<file path="config.mk">
export PLATFORM = sky130hd
export DESIGN_NAME = grouped_position_substitution_cipher
export DESIGN_NICKNAME = d
export VERILOG_FILES = /design/src/gpsc_pkg.sv /design/src/grouped_position_substitution_cipher.sv
export SDC_FILE = /design/constraint.sdc
export NUM_CORES = 1
export LEC_CHECK = 0
export ABC_AREA = 1
export BUFFER_PORTS_ARGS = -buffer_cell sky130_fd_sc_hd__buf_2
export CAP_MARGIN = 15
export CORE_MARGIN = 1
export CORE_UTILIZATION = 45
export DETAILED_ROUTE_END_ITERATION = 12
export PLACE_DENSITY = 0.62
export SYNTH_ARGS = -nofsm -noshare
export SYNTH_HDL_FRONTEND = slang
export SYNTH_SLANG_ARGS = --single-unit
</file>
<file path="constraint.sdc">
create_clock -name clk_i -period 3.1 [get_ports clk_i]
set_clock_uncertainty 0.1 [all_clocks]
set_input_delay 0.31 -clock clk_i [delete_from_list [all_inputs] [get_ports clk_i]]
set_output_delay 0.31 -clock clk_i [all_outputs]
set_load 0.005 [all_outputs]
</file>
<file path="src/gpsc_pkg.sv">
// Package: alphabets, state type and substitution function for the grouped substitution cipher.
package gpsc_pkg;

  localparam int unsigned AlphaLen = 65;
  localparam int unsigned AlphaW   = 8 * AlphaLen;

  localparam logic [AlphaW-1:0] ALPHA_A =
    "QW/47SDv935=ERIhjklzxc0XCVTYUBNMqwerbnm1pasdotyuiOPA82+fgFGHJKLZ6";
  localparam logic [AlphaW-1:0] ALPHA_C =
    "!$%wTG+)qazBsMxedcW(YHmi@#kolpPOhnIKUJuQAZ=VEDC-SNvt^&LR*gbyXrfjF";
  localparam logic [AlphaW-1:0] ALPHA_B =
    "X1piOxCsdKLZ62l7Q93tyumc0SVTY5=aDv+fgFGHJIhjkwerbERNMqoPA84nzUBW/";

  typedef enum logic {
    ST_FILL,
    ST_EMIT
  } state_e;

  typedef struct packed {
    logic       miss;
    logic [7:0] code;
  } sub_res_t;

  // character k of a string sits k bytes down from the top
  function automatic logic [7:0] alpha_char(input logic [AlphaW-1:0] str, input int unsigned k);
    alpha_char = str[8*(AlphaLen-1-k) +: 8];
  endfunction

  // first match wins: scan from the top index down so lower indices overwrite
  function automatic sub_res_t substitute(input logic [7:0]        sym,
                                          input logic [AlphaW-1:0] src,
                                          input logic [AlphaW-1:0] dst);
    sub_res_t r;
    r.miss = 1'b1;
    r.code = 8'h00;
    for (int k = AlphaLen - 1; k >= 0; k--) begin
      if (alpha_char(src, k) == sym) begin
        r.miss = 1'b0;
        r.code = alpha_char(dst, k);
      end
    end
    return r;
  endfunction

endpackage

</file>
<file path="src/grouped_position_substitution_cipher.sv">
// A byte that closes a group or ends the message starts read-out; each result then passes the
// registered buffer read and the output register. Results leave at one per cycle from the group
// buffer RAM (one read port) while the output is not stalled. Input is held off while the buffer
// is read out.
// Reset clears fill count, state, valids and direction (encode); the buffer RAM is not cleared.
module grouped_position_substitution_cipher #(
  parameter int unsigned GROUP_SIZE = 16
) (
  input  logic       clk_i,
  input  logic       rst_ni,
  // config: direction, 0 encode, 1 decode
  input  logic       cfg_valid_i,
  output logic       cfg_ready_o,
  input  logic       cfg_data_i,
  // input stream
  input  logic       s_axis_tvalid_i,
  output logic       s_axis_tready_o,
  input  logic [7:0] s_axis_tdata_i,   // [7:0] symbol_in
  input  logic       s_axis_tlast_i,   // is_final
  // output stream
  output logic       m_axis_tvalid_o,
  input  logic       m_axis_tready_i,
  output logic [7:0] m_axis_tdata_o,   // [7:0] symbol_out
  output logic [1:0] m_axis_tuser_o,   // [0] not_in_alphabet, [1] message_end
  output logic       m_axis_tlast_o    // run_end
);

  localparam int unsigned IW   = (GROUP_SIZE > 1) ? $clog2(GROUP_SIZE) : 1;
  localparam int unsigned CW   = $clog2(GROUP_SIZE + 1);
  localparam int unsigned HALF = GROUP_SIZE / 2;

  gpsc_pkg::state_e state_q, state_d;

  logic          dir_q;
  logic [IW-1:0] fill_q, fill_d;
  logic [IW-1:0] ptr_q, ptr_d;
  logic [CW-1:0] left_q, left_d;
  logic          rev_q, rev_d;
  logic          fin_q, fin_d;

  logic [7:0]    mem_q [GROUP_SIZE];
  logic [7:0]    rd_data_q;
  logic          rd_vld_q;
  logic          rd_first_q;
  logic          rd_last_q;
  logic          rd_fin_q;

  logic          m_valid_q;
  logic [7:0]    m_sym_q;
  logic          m_miss_q;
  logic          m_last_q;
  logic          m_end_q;

  logic          in_xfer;
  logic          grp_full;
  logic          out_free;
  logic          advance;
  logic          rd_en;
  logic          is_last_rd;
  logic          first_map;

  gpsc_pkg::sub_res_t sub_res;

  assign cfg_ready_o = 1'b1;
  assign in_xfer     = s_axis_tvalid_i && s_axis_tready_o;
  assign grp_full    = (CW'(fill_q) + CW'(1)) == CW'(GROUP_SIZE);
  assign out_free    = !m_valid_q || m_axis_tready_i;
  assign advance     = rd_vld_q && out_free;
  assign is_last_rd  = left_q == CW'(1);
  assign first_map   = rev_q || (CW'(ptr_q) < CW'(HALF));

  // next state
  always_comb begin
    state_d = state_q;
    unique case (state_q)
      gpsc_pkg::ST_FILL: begin
        if (in_xfer && (grp_full || s_axis_tlast_i)) state_d = gpsc_pkg::ST_EMIT;
      end
      gpsc_pkg::ST_EMIT: begin
        if (rd_en && is_last_rd) state_d = gpsc_pkg::ST_FILL;
      end
      default: state_d = gpsc_pkg::ST_FILL;
    endcase
  end

  // state outputs
  always_comb begin
    s_axis_tready_o = 1'b0;
    rd_en           = 1'b0;
    unique case (state_q)
      gpsc_pkg::ST_FILL: s_axis_tready_o = 1'b1;
      gpsc_pkg::ST_EMIT: rd_en = !rd_vld_q || advance;
      default: ;
    endcase
  end

  // fill count and read-out sequencing
  always_comb begin
    fill_d = fill_q;
    ptr_d  = ptr_q;
    left_d = left_q;
    rev_d  = rev_q;
    fin_d  = fin_q;
    if (in_xfer) begin
      fin_d = s_axis_tlast_i;
      if (grp_full) begin
        fill_d = '0;
        ptr_d  = '0;
        left_d = CW'(GROUP_SIZE);
        rev_d  = 1'b0;
      end else if (s_axis_tlast_i) begin
        fill_d = '0;
        ptr_d  = fill_q;
        left_d = CW'(fill_q) + CW'(1);
        rev_d  = 1'b1;
      end else begin
        fill_d = fill_q + IW'(1);
      end
    end else if (rd_en) begin
      left_d = left_q - CW'(1);
      ptr_d  = rev_q ? ptr_q - IW'(1) : ptr_q + IW'(1);
    end
  end

  always_ff @(posedge clk_i or negedge rst_ni) begin
    if (!rst_ni) begin
      state_q   <= gpsc_pkg::ST_FILL;
      dir_q     <= 1'b0;
      fill_q    <= '0;
      ptr_q     <= '0;
      left_q    <= '0;
      rev_q     <= 1'b0;
      fin_q     <= 1'b0;
      rd_vld_q  <= 1'b0;
      m_valid_q <= 1'b0;
    end else begin
      state_q <= state_d;
      fill_q  <= fill_d;
      ptr_q   <= ptr_d;
      left_q  <= left_d;
      rev_q   <= rev_d;
      fin_q   <= fin_d;
      if (cfg_valid_i) dir_q <= cfg_data_i;
      if (rd_en) begin
        rd_vld_q <= 1'b1;
      end else if (advance) begin
        rd_vld_q <= 1'b0;
      end
      if (advance) begin
        m_valid_q <= 1'b1;
      end else if (m_axis_tready_i) begin
        m_valid_q <= 1'b0;
      end
    end
  end

  // group buffer RAM, one write and one registered read
  always_ff @(posedge clk_i) begin
    if (in_xfer) mem_q[fill_q] <= s_axis_tdata_i;
    if (rd_en) begin
      rd_data_q  <= mem_q[ptr_q];
      rd_first_q <= first_map;
      rd_last_q  <= is_last_rd;
      rd_fin_q   <= fin_q && is_last_rd;
    end
  end

  always_comb begin
    if (rd_first_q) begin
      sub_res = dir_q ? gpsc_pkg::substitute(rd_data_q, gpsc_pkg::ALPHA_C, gpsc_pkg::ALPHA_A)
                      : gpsc_pkg::substitute(rd_data_q, gpsc_pkg::ALPHA_A, gpsc_pkg::ALPHA_C);
    end else begin
      sub_res = dir_q ? gpsc_pkg::substitute(rd_data_q, gpsc_pkg::ALPHA_C, gpsc_pkg::ALPHA_B)
                      : gpsc_pkg::substitute(rd_data_q, gpsc_pkg::ALPHA_B, gpsc_pkg::ALPHA_C);
    end
  end

  always_ff @(posedge clk_i) begin
    if (advance) begin
      m_sym_q  <= sub_res.code;
      m_miss_q <= sub_res.miss;
      m_last_q <= rd_last_q;
      m_end_q  <= rd_fin_q;
    end
  end

  assign m_axis_tvalid_o = m_valid_q;
  assign m_axis_tdata_o  = m_sym_q;
  assign m_axis_tuser_o  = {m_end_q, m_miss_q};
  assign m_axis_tlast_o  = m_last_q;

  // buffer is never written and read in the same cycle
  a_rw_excl: assert property (@(posedge clk_i) disable iff (!rst_ni)
    !(in_xfer && rd_en))
    else $error("group buffer written during read-out");

  // message end only ever on a run end
  a_end_on_last: assert property (@(posedge clk_i) disable iff (!rst_ni)
    (m_valid_q && m_end_q) |-> m_last_q)
    else $error("message_end without run_end");

  // a stalled read keeps its data
  a_rd_hold: assert property (@(posedge clk_i) disable iff (!rst_ni)
    (rd_vld_q && !out_free) |=> (rd_vld_q && $stable(rd_data_q)))
    else $error("read stage lost data under back-pressure");

  // read-out count stays within a group
  a_left_range: assert property (@(posedge clk_i) disable iff (!rst_ni)
    left_q <= CW'(GROUP_SIZE))
    else $error("read-out count beyond group size");

endmodule

</file>
Word-level counts from Yosys, hierarchy flattened
Memory sizes are Yosys's and may differ from the RTL's. A register that Yosys moved wholly into a read port is not among the register bits.
Index checks and enable logic that the tools add are counted.
Widths: inputs -> output; s select.
{"block": "word_totals", "reg_bits": 33, "ram_bits": 128, "input_bits": 15, "n_memories": 1}
{"block": "op_classes", "addsub": 5, "magnitude_cmp": 1, "n_eq_ne": 79, "muxes": 287, "bitwise": 1, "reduce_logical": 17}
{"name": "mem_q", "depth": 16, "word_bits": 8, "read_ports": 1, "rd_ports_with_merged_regs": 1, "write_ports": 1, "line_no": "grouped_position_substitution_cipher.sv:41", "source": "logic [7:0] mem_q [GROUP_SIZE];"}
{"cell": "$mux 9", "n": 263}
{"cell": "$eq 7x8->1 const A", "n": 54}
{"cell": "$eq 6x8->1 const A", "n": 22}
{"cell": "$mux 4", "n": 7}
{"cell": "$mux 5", "n": 4}
{"cell": "$mux 1", "n": 12}
{"cell": "$add 4x1->4 const B", "n": 2}
{"cell": "$reduce_bool 2->1", "n": 4}
{"cell": "$add 4x1->5 const B", "n": 1}
{"cell": "$eq 5x1->1 const B", "n": 1}
{"cell": "$eq 5x5->1 const B", "n": 1}
{"cell": "$logic_and 1x1->1", "n": 5}
{"cell": "$sub 5x1->5 const B", "n": 1}
{"cell": "$logic_or 1x1->1", "n": 4}
{"cell": "$lt 4x4->1 const B", "n": 1}
{"cell": "$reduce_and 2->1", "n": 2}
{"cell": "$sub 4x1->4 const B", "n": 1}
{"cell": "$ne 3x2->1 const B", "n": 1}
{"cell": "$logic_not 1->1", "n": 2}
{"cell": "$pmux 1 s2", "n": 1}
{"cell": "$not 1->1", "n": 1}

Longest topological paths before layout
{"block": "depth", "depth_word": 68, "mapped_depth": 18}

Worst setup path before layout
OpenSTA, ideal clock, no wires.
{"block": "synth_path", "path_kind": "reg-to-reg", "start": "register rd_data_q[5] (read register of mem_q)", "end": "register m_sym_q[6], in the netlist m_axis_tdata_o[6] (data pin)", "t_arrival_ns": 1.920, "t_required_ns": 2.741, "path_slack_ns": 0.821, "path_stages_with_launch": 17, "synth_period_minus_slack_ns": 2.279, "cell_sequence": "edfxtp_1 inv_2 nor2_1 nand2_1 buf_4 nor2_1 buf_2 nor2_1 inv_1 nor4_1 nand4_1 nor2_1 nand3_1 o21ai_1 nand2_1 nor2_1 a21oi_1"}
{"item": "start, declared", "line_no": "grouped_position_substitution_cipher.sv:42", "source": "logic [7:0] rd_data_q;"}
{"item": "end signal, assigned", "line_no": "grouped_position_substitution_cipher.sv:180", "source": "m_sym_q <= sub_res.code;"}
{"item": "end, declared", "line_no": "grouped_position_substitution_cipher.sv:49", "source": "logic [7:0] m_sym_q;"}

==> results by stage <==
CTS:
- The insertion delay to the later sink of the worst-skew pair is 0.44 ns.
- The root buffer cell is sky130_fd_sc_hd__clkbuf_16.
- Clock tree synthesis found a total of about 170 sinks.
- The clock tree from TritonCTS is done.
- The clock passes through at most 2 buffers.
- The clock tree synthesis step divided the H-tree into 4 levels.
- The register clock-pin slew on the reported worst setup and hold paths is approximately 0.08 ns.
- The total CTS buffers is 17.

STA:
- The worst setup margin is -0.1579 ns.
- The top achievable clock speed is 0.3069 GHz.
- The count of final hold-check violations is 0.
- The total of endpoints with negative setup slack in the final report is 5.
- Measured against its own limit, the worst slew margin works out to between 30% and 40%.
- The clock period minus worst slack is around 3.3 ns.
- After layout, the worst path uses 105.1% of the clock period.
- The pin slew with the least headroom to its limit is 0.9085 ns.
- The number of pins exceeding their max-slew limit in the final report is 0.
- Setup repair after global routing could not meet its margin everywhere.

Placement:
- The number of I/O port buffers is 26.
- At the placement stage, the worst setup path has a slack of -0.6405 ns.
- The instance area at placement is 0.01272 mm2.
- The post-placement cell count is between 1.5k and 2k.
- The placed wire-length estimate is 40580 um.
- Routability-driven placement finished with a final weighted congestion of around 1.2.

Routing:
- The total length of routed wires is roughly 56000 um.
- In the final routed layout, each cell accounts on average for between 20 and 30 um.
- After the first detailed-routing iteration, the DRC count stood at a little over 2k.
- The antenna violation net count after detailed routing is 0.
- The number of DRC violations after detailed routing is 0.
- The final route contains 12.50k vias.
- For this run, the detailed router's first-pass iteration total came to 7.
- Dividing the detail-routed via count by the number of cells gives about 6.5.

Worst setup path:
- In this design, the critical path's most frequently occurring cell is sky130_fd_sc_hd__buf_4.
- The flop-to-flop setup slack is -0.16 ns.
- Of all nets on the critical path, the largest fanout is 9.
- The largest individual stage delay along the critical path comes from the cell sky130_fd_sc_hd__edfxtp_1.
- On the worst path, the slowest cell contributes a delay of about 0.50 ns.
- STA classifies the critical path endpoint as a register.
- The type of the worst setup path is reg -> reg.
- Counting cells, the worst reg-to-reg path comes to 14.
- Traced cell by cell, the critical path runs through buf_6, nor2_1, nand2_1, buf_12, buf_4, nor2_1, buf_4, nor2_1, inv_1, nor4_2, buf_4, nand3_1, o31ai_2, buf_4.
- The worst setup path is launched from a register.
- In this run the critical register-to-register path is launched from rd_data_q[4]$_DFFE_PP_.
- The endpoint identified for the worst register-to-register timing path is m_miss_q$_DFFE_PP_.
- The data required time of the worst path is 3.30 ns.
- Data on the critical path arrives at its endpoint at between 3 and 4 ns.

Synthesis:
- After synthesis, the largest area contributor takes up approximately 44% of total cell area.
- The number of different library cells in the post-synthesis netlist is 34.
- The number of nets handed over by synthesis was around 1.3k.
- The post-synthesis share of cell area spent on full adders, half adders and majority gates is between 1 and 1.5%.
- The dominant cell type by area after synthesis is sky130_fd_sc_hd__edfxtp_1.
- Sequential elements use between 40% and 50% of the synthesized area.
- The fraction of synthesized cell area in xor and xnor cells is 0.2589%.
- The area of the mapped netlist is roughly 0.01 mm2.
- After synthesis, the largest family of logic cells by area is simple AND/OR/NAND/NOR gates.
- In this run, synthesis produced a sequential element count of between 150 and 200.
- Synthesis produced a netlist whose cell count is 1292.
- The multiplexer share of the synthesized area is less than 1%.
- The number of warning messages in the yosys log is 0.
- Summing the areas of all compound-gate instances in the mapped netlist gives 9.061% of the synthesized area.
- The post-synthesis simple-gate area fraction is 33.21%.
- In the post-synthesis netlist, the biggest area contributors are sky130_fd_sc_hd__edfxtp_1 44%, sky130_fd_sc_hd__nor2_1 11%, sky130_fd_sc_hd__nand2_1 7.5%.
- The per-instance average area after synthesis is 7.856 um2.

Floorplanning:
- The floorplan step defined a die boundary enclosing 0.02316 mm2.
- The die is about 150 um wide.
- 29 I/O pins were placed.
- The core region is around 0.022 mm2.
- The cell row count is 54.
- Once the floorplan was initialized, standard cells occupied between 40% and 50% of the core.
- The height of the die is roughly 150 um.

Hold path:
- The worst min-delay path class is in -> reg.
- The number of stages on the worst hold path is 2.
- The worst hold path terminates at fill_q[2]$_DFFE_PN0P_.
- In this run the most critical hold path is launched from s_axis_tlast_i.

GRT:
- The total track usage is between 40% and 50%.
- The largest net degree at the start of global routing is 66.
- The via count of the first global-routing pass is ~12k.
- The global-route wire length before repair is 79960 um.
- The initial antenna violation count is 1.
- The total congestion overflow is 0.

Cells and area:
- In the layout the commonest cells are 300 x sky130_fd_sc_hd__buf_4, 256 x sky130_fd_sc_hd__nor2_1, 176 x sky130_fd_sc_hd__nand2_1.
- The core utilization of the finished layout is 64.32%.
- Leaving out fill and tap cells, the most frequent cell in the layout is sky130_fd_sc_hd__buf_4.
- The fraction of final layout cells with drive strength greater than 1 is 30.94%.
- Relative to the synthesized area, the layout overhead comes to 39.16%.
- The area of all placed cells without fillers is 0.01412 mm2.
- The number of nets in the final layout is 1644.
- The final standard cell count with taps included and fillers excluded is ~1.9k.
- The total inserted antenna cells is 0.

Run status:
- The flow ran to the end, but the final reports show violations.
- The final reports fail on setup timing.

Flow run:
- Across the run, the number of max-cap violations was 0.

Power and ir drop:
- The leakage power of the design is around 7 nW.
- Dividing total power by cell area gives a power density of approximately 820 mW/mm2.
- The worst-case IR drop observed on VDD is about 800 uV.
==> cell usage after synthesis <==
| cell type | n |
|---|---|
| sky130_fd_sc_hd__o31ai_1 | 3 |
| sky130_fd_sc_hd__nand2_1 | 203 |
| sky130_fd_sc_hd__o21ai_1 | 5 |
| sky130_fd_sc_hd__buf_2 | 1 |
| sky130_fd_sc_hd__a21oi_1 | 16 |
| sky130_fd_sc_hd__o21ai_0 | 80 |
| sky130_fd_sc_hd__nand3_1 | 90 |
| sky130_fd_sc_hd__nand4_1 | 71 |
| sky130_fd_sc_hd__edfxtp_1 | 149 |
| sky130_fd_sc_hd__a31oi_1 | 3 |
| sky130_fd_sc_hd__inv_1 | 142 |
| sky130_fd_sc_hd__nand2_2 | 8 |
| sky130_fd_sc_hd__dfrtp_1 | 19 |
| sky130_fd_sc_hd__o22ai_1 | 11 |
| sky130_fd_sc_hd__ha_1 | 9 |
| sky130_fd_sc_hd__clkbuf_1 | 31 |
| sky130_fd_sc_hd__conb_1 | 2 |
| sky130_fd_sc_hd__buf_4 | 6 |
| sky130_fd_sc_hd__nand2_4 | 1 |
| sky130_fd_sc_hd__xor2_1 | 3 |
| sky130_fd_sc_hd__nor2_2 | 5 |
| sky130_fd_sc_hd__o211ai_1 | 8 |
| sky130_fd_sc_hd__clkinv_1 | 1 |
| sky130_fd_sc_hd__nor2_1 | 288 |
| sky130_fd_sc_hd__mux2i_1 | 1 |
| sky130_fd_sc_hd__a211oi_1 | 1 |
| sky130_fd_sc_hd__nand3b_1 | 2 |
| sky130_fd_sc_hd__fa_1 | 1 |
| sky130_fd_sc_hd__o2bb2ai_1 | 1 |
| sky130_fd_sc_hd__inv_2 | 8 |
| sky130_fd_sc_hd__o221ai_1 | 25 |
| sky130_fd_sc_hd__nor3_1 | 65 |
| sky130_fd_sc_hd__nor4_1 | 32 |
| sky130_fd_sc_hd__o41ai_1 | 1 |
==> how the worst max path moves through the flow <==
stage                                start                     endpoint
floorplan           rd_data_q[5]$_DFFE_PP_  m_axis_tdata_o[6]$_DFFE_PP_
global placement    rd_data_q[6]$_DFFE_PP_  m_axis_tdata_o[5]$_DFFE_PP_
detailed placement  rd_data_q[6]$_DFFE_PP_  m_axis_tdata_o[5]$_DFFE_PP_
CTS                 rd_data_q[6]$_DFFE_PP_  m_axis_tdata_o[5]$_DFFE_PP_
global route        rd_data_q[6]$_DFFE_PP_  m_axis_tdata_o[6]$_DFFE_PP_
finish              rd_data_q[4]$_DFFE_PP_           m_miss_q$_DFFE_PP_
==> state kept, by name, indices dropped and copies added, names as in the netlist, 4 cells and up <==
signal	flops
fill_q	4
left_q	5
m_axis_tdata_o	7
mem_q	128
ptr_q	4
rd_data_q	8
==> layout make-up <==
type                    instances  area [um2]
clock inverters                14       185.2
repair buffers                346        2656
flip-flops and latches        168        4951
well taps                     280       350.3
inverters                     151       566.8
multi-input cells             935        4986
fillers                      1687        7834
clock buffers                  18       429.2
==> per-layer routing <==
layer / wire length [um] / global-route usage [%] / vias up
met5: 11 / 0 / -
met4: 6174 / 40.91 / 2
met3: 7773 / 13.82 / 400
met2: 24490 / 76.26 / 1280
met1: 17960 / 54.72 / 5675
li1: - / - / 5147
==> kinds of logic (layout without fill, tap and decap cells) <==
kind of cell,count (synthesis),in the layout
flops,168,168
mux,1,1
other cells,2,2
xor+xnor,3,3
simple gates,765,765
buf+inv,189,529
fa+ha+maj,10,10
compound gates,154,154
==> stage by stage <==
step	TNS, ns	hold slack, ns	total power, mW
floorplan	0	-0.08559	5.883
finish	-0.5398	0.09697	11.61
global route	-1.048	0.1003	11.90
CTS	-0.03297	0.07294	10.77
detailed placement	-0.8072	0.1757	8.376
global placement	-1.173	0.1680	8.166
==> timing repair <==
action / 4_1_cts / 5_1_grt
hold buffers: 3 / 0
setup endpoints to repair: 5 / 8
hold endpoints to repair: 20 / 0
pin swaps: 6 / 45
buffers inserted: 4 / 22
resized for setup: 19 / 127
==> power breakdown <==
| part | total [mW] | switching [mW] | leakage [nW] | internal [mW] |
|---|---|---|---|---|
| Sequential | 3.12 | 0.254 | 1.58 | 2.87 |
| Clock | 2.28 | 0.990 | 0.298 | 1.29 |
| Combinational | 6.20 | 4.06 | 5.18 | 2.14 |
==> critical path: cells and delay by family, from the launching register on <==
| family | cells | cell delay (ns) |
|---|---|---|
| AOI/OAI and AO/OA | 1 | 0.28 |
| buffers and inverters | 7 | 1.32 |
| DFF | 1 | 0.50 |
| and+or+nand+nor | 6 | 0.89 |
Note: power is estimated with default switching activity, not from simulation.
